$ cat config.mk
export PLATFORM = sky130hd
export DESIGN_NAME = btf_ctrl
export DESIGN_NICKNAME = d
export VERILOG_FILES = /design/src/hw/rtl/btf_pkg.sv /design/src/hw/rtl/btf_ctrl.sv
export SDC_FILE = /design/constraint.sdc
export NUM_CORES = 1
export LEC_CHECK = 0
export ABC_AREA = 1
export BUFFER_PORTS_ARGS = -buffer_cell sky130_fd_sc_hd__buf_2
export CAP_MARGIN = 20
export CORE_MARGIN = 2
export CORE_UTILIZATION = 49
export DETAILED_ROUTE_END_ITERATION = 12
export PLACE_DENSITY = 0.82
export SYNTH_ARGS = -nofsm -noshare
export SYNTH_HDL_FRONTEND = slang
export SYNTH_SLANG_ARGS = --single-unit
$ cat constraint.sdc
create_clock -name clk -period 2.5 [get_ports clk]
set_clock_uncertainty 0.15 [all_clocks]
set_input_delay 0.375 -clock clk [delete_from_list [all_inputs] [get_ports clk]]
set_output_delay 0.375 -clock clk [all_outputs]
set_load 0.05 [all_outputs]
$ cat src/hw/rtl/btf_pkg.sv
// shared types, constants and helpers for the breadcrumb trail follower
// no dependencies; imported by every module of the block but btf_ram
package btf_pkg;

  localparam int TRAIL_DEPTH   = 64;
  localparam int IDX_W         = $clog2(TRAIL_DEPTH);
  localparam int CNT_W         = $clog2(TRAIL_DEPTH + 1);
  localparam int POS_W         = 24;
  localparam int DIFF_W        = POS_W + 1;
  localparam int SQ_W          = 2 * DIFF_W;
  localparam int SUM_W         = SQ_W + 1;
  localparam int THR_W         = 16;
  localparam int THR2_W        = 2 * THR_W;
  localparam int HEAD_W        = 16;
  localparam int CORDIC_STEPS  = 20;
  localparam int STEP_W        = 5;
  localparam int CX_W          = DIFF_W + 3;
  localparam int ANG_W         = 23;
  localparam int CFG_IDX_W     = 2;
  localparam int CFG_DATA_W    = THR_W;

  localparam logic [CFG_IDX_W-1:0] CFG_FOLLOW_DIST = 2'd0;
  localparam logic [CFG_IDX_W-1:0] CFG_STEP_THR    = 2'd1;
  localparam logic [THR_W-1:0]     FD_RESET        = 16'd1250;
  localparam logic [THR_W-1:0]     ST_RESET        = 16'd100;
  localparam logic signed [ANG_W-1:0] ANG_PI       = 23'sd1048576;

  typedef enum logic [4:0] {
    S_IDLE, S_SEED, S_SQF, S_SQS, S_RDN, S_LDN, S_PHS, S_PHW, S_DX, S_DY,
    S_STEP, S_RDO, S_LDO, S_PDX, S_PDY, S_PCMP, S_GHS, S_GHW, S_OUT
  } state_t;

  typedef enum logic [1:0] {SQ_FD, SQ_ST, SQ_DX, SQ_DY} sq_sel_t;
  typedef enum logic {HD_PERSON, HD_GOAL} hd_sel_t;

  typedef struct packed {
    logic    latch_in;
    logic    seed;
    sq_sel_t sq_sel;
    logic    ld_fd2;
    logic    ld_st2;
    logic    ld_sqa;
    logic    ld_sqb;
    logic    rd_newest;
    logic    rd_oldest;
    logic    ld_entry;
    logic    hd_start;
    hd_sel_t hd_sel;
    logic    ld_phead;
    logic    append;
    logic    drop;
    logic    out_load;
  } cmd_t;

  typedef struct packed {
    logic started;
    logic cnt_zero;
    logic cnt_gt1;
    logic gt_step;
    logic gt_follow;
    logic hd_busy;
    logic out_free;
  } sts_t;

  // arctangent table, pi = 2^20
  function automatic logic signed [ANG_W-1:0] atan_entry(input logic [STEP_W-1:0] i);
    logic signed [ANG_W-1:0] v;
    case (i)
      5'd0:    v = 23'sd262144;
      5'd1:    v = 23'sd154753;
      5'd2:    v = 23'sd81767;
      5'd3:    v = 23'sd41506;
      5'd4:    v = 23'sd20834;
      5'd5:    v = 23'sd10427;
      5'd6:    v = 23'sd5215;
      5'd7:    v = 23'sd2608;
      5'd8:    v = 23'sd1304;
      5'd9:    v = 23'sd652;
      5'd10:   v = 23'sd326;
      5'd11:   v = 23'sd163;
      5'd12:   v = 23'sd81;
      5'd13:   v = 23'sd41;
      5'd14:   v = 23'sd20;
      5'd15:   v = 23'sd10;
      5'd16:   v = 23'sd5;
      5'd17:   v = 23'sd3;
      5'd18:   v = 23'sd1;
      5'd19:   v = 23'sd1;
      default: v = '0;
    endcase
    return v;
  endfunction

  // ring index wrap, input below twice the depth
  function automatic logic [IDX_W-1:0] wrap_idx(input logic [IDX_W:0] s);
    logic [IDX_W:0] t;
    if (s >= (IDX_W+1)'(TRAIL_DEPTH)) begin
      t = s - (IDX_W+1)'(TRAIL_DEPTH);
    end else begin
      t = s;
    end
    return t[IDX_W-1:0];
  endfunction

endpackage

$ cat src/hw/rtl/btf_ctrl.sv
// sequencer for one item: thresholds, append test, drop walk, headings
// depends on btf_pkg
module btf_ctrl import btf_pkg::*; (
  input  logic clk,
  input  logic rst_n,
  input  logic in_valid,
  output logic in_stall,
  input  sts_t sts,
  output cmd_t cmd
);

  state_t state_r, state_nxt;

  always_comb begin
    state_nxt = state_r;
    case (state_r)
      S_IDLE: begin
        if (in_valid) begin
          state_nxt = sts.started ? S_SQF : S_SEED;
        end
      end
      S_SEED: state_nxt = S_OUT;
      S_SQF:  state_nxt = S_SQS;
      S_SQS:  state_nxt = S_RDN;
      S_RDN:  state_nxt = S_LDN;
      S_LDN:  state_nxt = S_PHS;
      S_PHS:  state_nxt = S_PHW;
      S_PHW: begin
        if (!sts.hd_busy) begin
          state_nxt = S_DX;
        end
      end
      S_DX:   state_nxt = S_DY;
      S_DY:   state_nxt = S_STEP;
      S_STEP: state_nxt = S_RDO;
      S_RDO:  state_nxt = S_LDO;
      S_LDO:  state_nxt = sts.cnt_gt1 ? S_PDX : S_GHS;
      S_PDX:  state_nxt = S_PDY;
      S_PDY:  state_nxt = S_PCMP;
      S_PCMP: state_nxt = sts.gt_follow ? S_RDO : S_GHS;
      S_GHS:  state_nxt = S_GHW;
      S_GHW: begin
        if (!sts.hd_busy) begin
          state_nxt = S_OUT;
        end
      end
      S_OUT: begin
        if (sts.out_free) begin
          state_nxt = S_IDLE;
        end
      end
      default: state_nxt = S_IDLE;
    endcase
  end

  always_comb begin
    cmd = '0;
    in_stall = state_r != S_IDLE;
    case (state_r)
      S_IDLE: cmd.latch_in = in_valid;
      S_SEED: cmd.seed = 1'b1;
      S_SQF: begin
        cmd.sq_sel = SQ_FD;
        cmd.ld_fd2 = 1'b1;
      end
      S_SQS: begin
        cmd.sq_sel = SQ_ST;
        cmd.ld_st2 = 1'b1;
      end
      S_RDN:  cmd.rd_newest = 1'b1;
      S_LDN:  cmd.ld_entry = 1'b1;
      S_PHS: begin
        cmd.hd_start = 1'b1;
        cmd.hd_sel   = HD_PERSON;
      end
      S_PHW:  cmd.ld_phead = !sts.hd_busy;
      S_DX, S_PDX: begin
        cmd.sq_sel = SQ_DX;
        cmd.ld_sqa = 1'b1;
      end
      S_DY, S_PDY: begin
        cmd.sq_sel = SQ_DY;
        cmd.ld_sqb = 1'b1;
      end
      S_STEP: cmd.append = sts.gt_step;
      S_RDO:  cmd.rd_oldest = 1'b1;
      S_LDO:  cmd.ld_entry = 1'b1;
      S_PCMP: cmd.drop = sts.gt_follow;
      S_GHS: begin
        cmd.hd_start = 1'b1;
        cmd.hd_sel   = HD_GOAL;
      end
      S_GHW:  cmd.hd_sel = HD_GOAL;
      S_OUT:  cmd.out_load = sts.out_free;
      default: cmd = '0;
    endcase
  end

  always_ff @(posedge clk) begin
    if (!rst_n) begin
      state_r <= S_IDLE;
    end else begin
      state_r <= state_nxt;
    end
  end

endmodule

Yosys cells after proc, flatten, opt, wreduce, memory -nomap -nowiden
Index checks and enable logic that the tools add are counted.
Widths: inputs -> output; s select.
{"block": "op_classes", "n_eq_ne": 22, "n_mux": 24, "n_reduce_logical": 9}
{"operator": "$pmux 5 s19", "n": 1}
{"operator": "$eq 5x4->1 const B", "n": 8}
{"operator": "$mux 5", "n": 6}
{"operator": "$eq 5x3->1 const B", "n": 4}
{"operator": "$eq 5x5->1 const B", "n": 3}
{"operator": "$mux 1", "n": 15}
{"operator": "$eq 5x2->1 const B", "n": 2}
{"operator": "$reduce_or 2->1", "n": 5}
{"operator": "$ne 2x2->1 const B", "n": 4}
{"operator": "$pmux 2 s3", "n": 1}
{"operator": "$eq 5x1->1 const B", "n": 1}
{"operator": "$logic_not 5->1", "n": 1}
{"operator": "$reduce_bool 5->1", "n": 1}
{"operator": "$reduce_and 4->1", "n": 1}
{"operator": "$mux 2", "n": 1}
{"operator": "$logic_not 1->1", "n": 1}
{"block": "word_totals", "register_bits": 5}

Depth between registers and ports, before layout
{"block": "logic_depth", "word_depth": 3, "ltp_mapped": 10, "ltp_nobuf": 9}

Worst setup path after synthesis
Ideal clock, no wire load.
{"block": "synth_path", "kind": "register to output", "from": "register state_r[2]", "to": "output port cmd[0] (netlist bit)", "arrival_time_ps": 2118, "required_ps": 1975, "slack_ps": -143, "path_stages_with_launch": 4, "n_path_buf": 0, "path_cell_list": "dfxtp_1 -> nor2_1 -> nand2_1 -> nor4_1"}
{"item": "from (decl)", "line": "btf_ctrl.sv:12", "text": "state_t state_r, state_nxt;"}
{"item": "from (signal assigned)", "line": "btf_ctrl.sv:103", "text": "state_r <= state_nxt;"}
{"item": "to (decl)", "line": "btf_ctrl.sv:9", "text": "output cmd_t cmd"}

==> impl_summary.log <==
INFO  metric grt_start_max_net_pins = 10
INFO  metric row_count = 13
INFO  metric synthesized_flop_and_latch_total = 5
INFO  metric floorplan.initialDensity = about half
INFO  metric top_regs = state_r x5
INFO  metric fin_crit_sh = between 80% and 90%
INFO  metric grt_first_pass_wirelength = 2.47 mm
INFO  metric final_util = 64.0%
INFO  metric antenna-diode-count = 0
INFO  metric globalplace.congestion = roughly 0.86
INFO  metric timing.critical_path.to_type = output pin
INFO  metric finish.net_count = 160
INFO  metric crit_path_max_incr_delay = roughly 460 ps
INFO  metric place.detailed.hpwl = 1.40 mm
INFO  metric cts_post_setup_buffers_inserted = 0
INFO  metric leak_pwr = roughly 0.00055 uW
INFO  metric cts-root-to-sink-buffers = 2
INFO  metric critPathTopFamily = simple AND/OR/NAND/NOR gates
INFO  metric finish.cell_count_without_fillers = around 160
INFO  metric dr_total_vias = between 800 and 900
INFO  metric largest_register_ff_count = 5
INFO  metric top_level_ports = 28
INFO  metric top_area_cell_type_share_of_the_netlist_area = about 16%
INFO  metric h-tree-depth = 1
INFO  metric synth_seq_area_share = between 15 and 20%
INFO  metric numPlacedInstances = 160
INFO  metric cts.sinks = 5
INFO  metric antenna_found_initial = 0
INFO  metric tns = 0 ps
INFO  metric cp.required = approximately 2000 ps
INFO  metric netlist_area = about 640 sq um
INFO  metric post_synth_num_cell_types = 22
INFO  metric hold_violations = 0
INFO  metric synth.largest_area_cell = nand2_1
INFO  metric route.detailed.wl_per_inst = 10.3 microns
INFO  metric final-setup-viol-count = 0
INFO  metric mappedNetlistNets = 130
INFO  metric synthTopCellsByCount = 28 x nand2_1, 19 x nor2_1, 18 x inv_1
INFO  metric number_of_buffers_inserted_for_hold_repair_after_clock_tree_synthesis = 0
INFO  metric cp_slowest_cell = dfxtp_1
INFO  metric path_max_fanout = 5
INFO  metric synthArstFlopShare = 0%
INFO  metric synthTopCellsByArea = nand2_1 16%, dfxtp_1 16%, nand3_1 12%
INFO  metric drtPass1Iterations = 4
INFO  metric type_of_origin_of_the_critical_path = flip-flop
INFO  metric antenna_left = 0
INFO  metric max_flop_register = state_r
INFO  metric cts-buffers-inserted = 3
INFO  metric drtIter0Drc = 46
INFO  metric syn_inst = 120
INFO  metric layout-drive-gt1-share = 34.9%
INFO  metric most_repeated_cell_in_the_gate_level_netlist_after_synthesis = nand2_1
INFO  metric slew_headroom = ~75%
INFO  metric fp.dieH = approximately 40 microns
INFO  metric post_cts.resized_instances = 0
INFO  metric remaining_drc_errors = 0
INFO  metric die_w = ~40 microns
INFO  metric avgSynthCellArea = 5.35 sq um
INFO  metric grt_use_total = around a quarter
INFO  metric power_density = between 1000 and 1500 nW/um^2
INFO  metric critical_path_arrival = roughly 1600 ps
INFO  metric timing.critical_path.cells = nand2_1 -> nor2_2 -> nand3_1 -> inv_1 -> buf_2
INFO  metric worstSetupPathType = reg -> out
INFO  metric fp.coreArea = 1270 sq um
INFO  metric flow.area_growth_from_synthesis = 26.5%
INFO  metric grt_setup_unrepaired = no
INFO  metric result_of_the_run = finished, final reports clean
INFO  metric clock_insertion_delay_worst_skew = 230 ps
INFO  metric cp_num_buf_inv = 2
INFO  metric first_global_vias = about 630
INFO  metric cts_root_buf = clkbuf_4
INFO  metric holdCritPathClass = in -> reg
INFO  metric synth_edf_count = 0
INFO  metric clock_tree_from_tritoncts = yes
INFO  metric drv_cap = 0
INFO  metric grt_overflow_total = 0
INFO  metric port-buffer-count = 26
INFO  metric yosys_warnings = 0
INFO  metric yosys_most_used_dff = dfxtp_1
INFO  metric detail_route.vias_per_cell = around 5.1
INFO  metric clkSlewWorstSetupHoldPaths = 40 ps
INFO  metric least_margin_pin_slew = roughly 380 ps
INFO  metric die_area = ~1600 sq um
INFO  metric route.final.wire_length = approximately 1.7 mm
INFO  metric irDropWorstVdd = a little under 0.9 mV
INFO  metric max_freq = a little under 500 MHz
INFO  metric layout_min_cycle_time = ~2100 ps
INFO  metric timing_max_transition_violations_final = 0
-- cell usage in the layout (no fill, tap or decap), types with 3 or more instances in the layout --
cell,instances
buf_2,26
nand3_1,15
inv_1,18
clkbuf_4,3
dfxtp_1,5
nor2_2,4
inv_2,7
nor2_1,19
nand2_2,5
nor3_1,3
nand4_1,3
nand2_1,28
-- power by group --
| group | leakage, uW | internal [uW] | total (uW) | switching (uW) |
|---|---|---|---|---|
| combinational | 0.000498 | 181 | 703 | 522 |
| sequential | 0.0000408 | 106 | 161 | 55.7 |
| clock | 0.0000150 | 60.1 | 89.4 | 29.3 |
| total | 0.000554 | 347 | 954 | 607 |
-- logic make-up after synthesis --
family                 synth area share [%]
AO/OA/AOI/OAI                          5.07
AND/OR/NAND/NOR                        62.4
buffers and inverters                  17.0
flip-flops                             15.6
-- worst register-to-register path, stage by stage (launching register included) --
cell	delay, ps
dfxtp_1	540
inv_2	150
nand3_1	120
inv_1	70
nand2_1	120
nand2_1	90
nor3_1	240
nor3_1	70
-- through the flow --
step	hold slack [ps]	power (uW)	setup WS (ps)	cell area (sq um)
detailed placement	424	864	703	786
global placement	409	852	732	786
global route	187	1020	314	812
finish	184	954	430	812
floorplan	323	732	256	648
CTS	173	958	429	812
-- routing by layer --
metal / vias to the layer above / track usage, % / wire, microns
met4: 0 / 15.8 / 0
li1: 430 / - / -
met1: 372 / 28.5 / 711
met3: 0 / 3.89 / 89
met2: 29 / 37.1 / 880
met5: - / 0 / 0
-- path summary, 6_finish.rpt --
| kind | from | end | slack, ps | cells past startpoint |
|---|---|---|---|---|
| worst min register to register | state_r[1] | state_r[1] | 430 | 2 |
| worst max-delay path | state_r[0] | cmd[1] | 430 | 5 |
| worst max register to register | state_r[4] | state_r[3] | 820 | 7 |
| worst min-delay path | rst_n | state_r[2] | 180 | 3 |
-- area by class of cell --
cell class,instances,area (sq um)
clock buffers,4,26.3
fillers,131,457
inverters,26,97.6
multi-input cells,88,439
flip-flops and latches,5,100
well taps,15,18.8
repair buffers,26,130
Note: power is estimated with default switching activity, not from simulation.
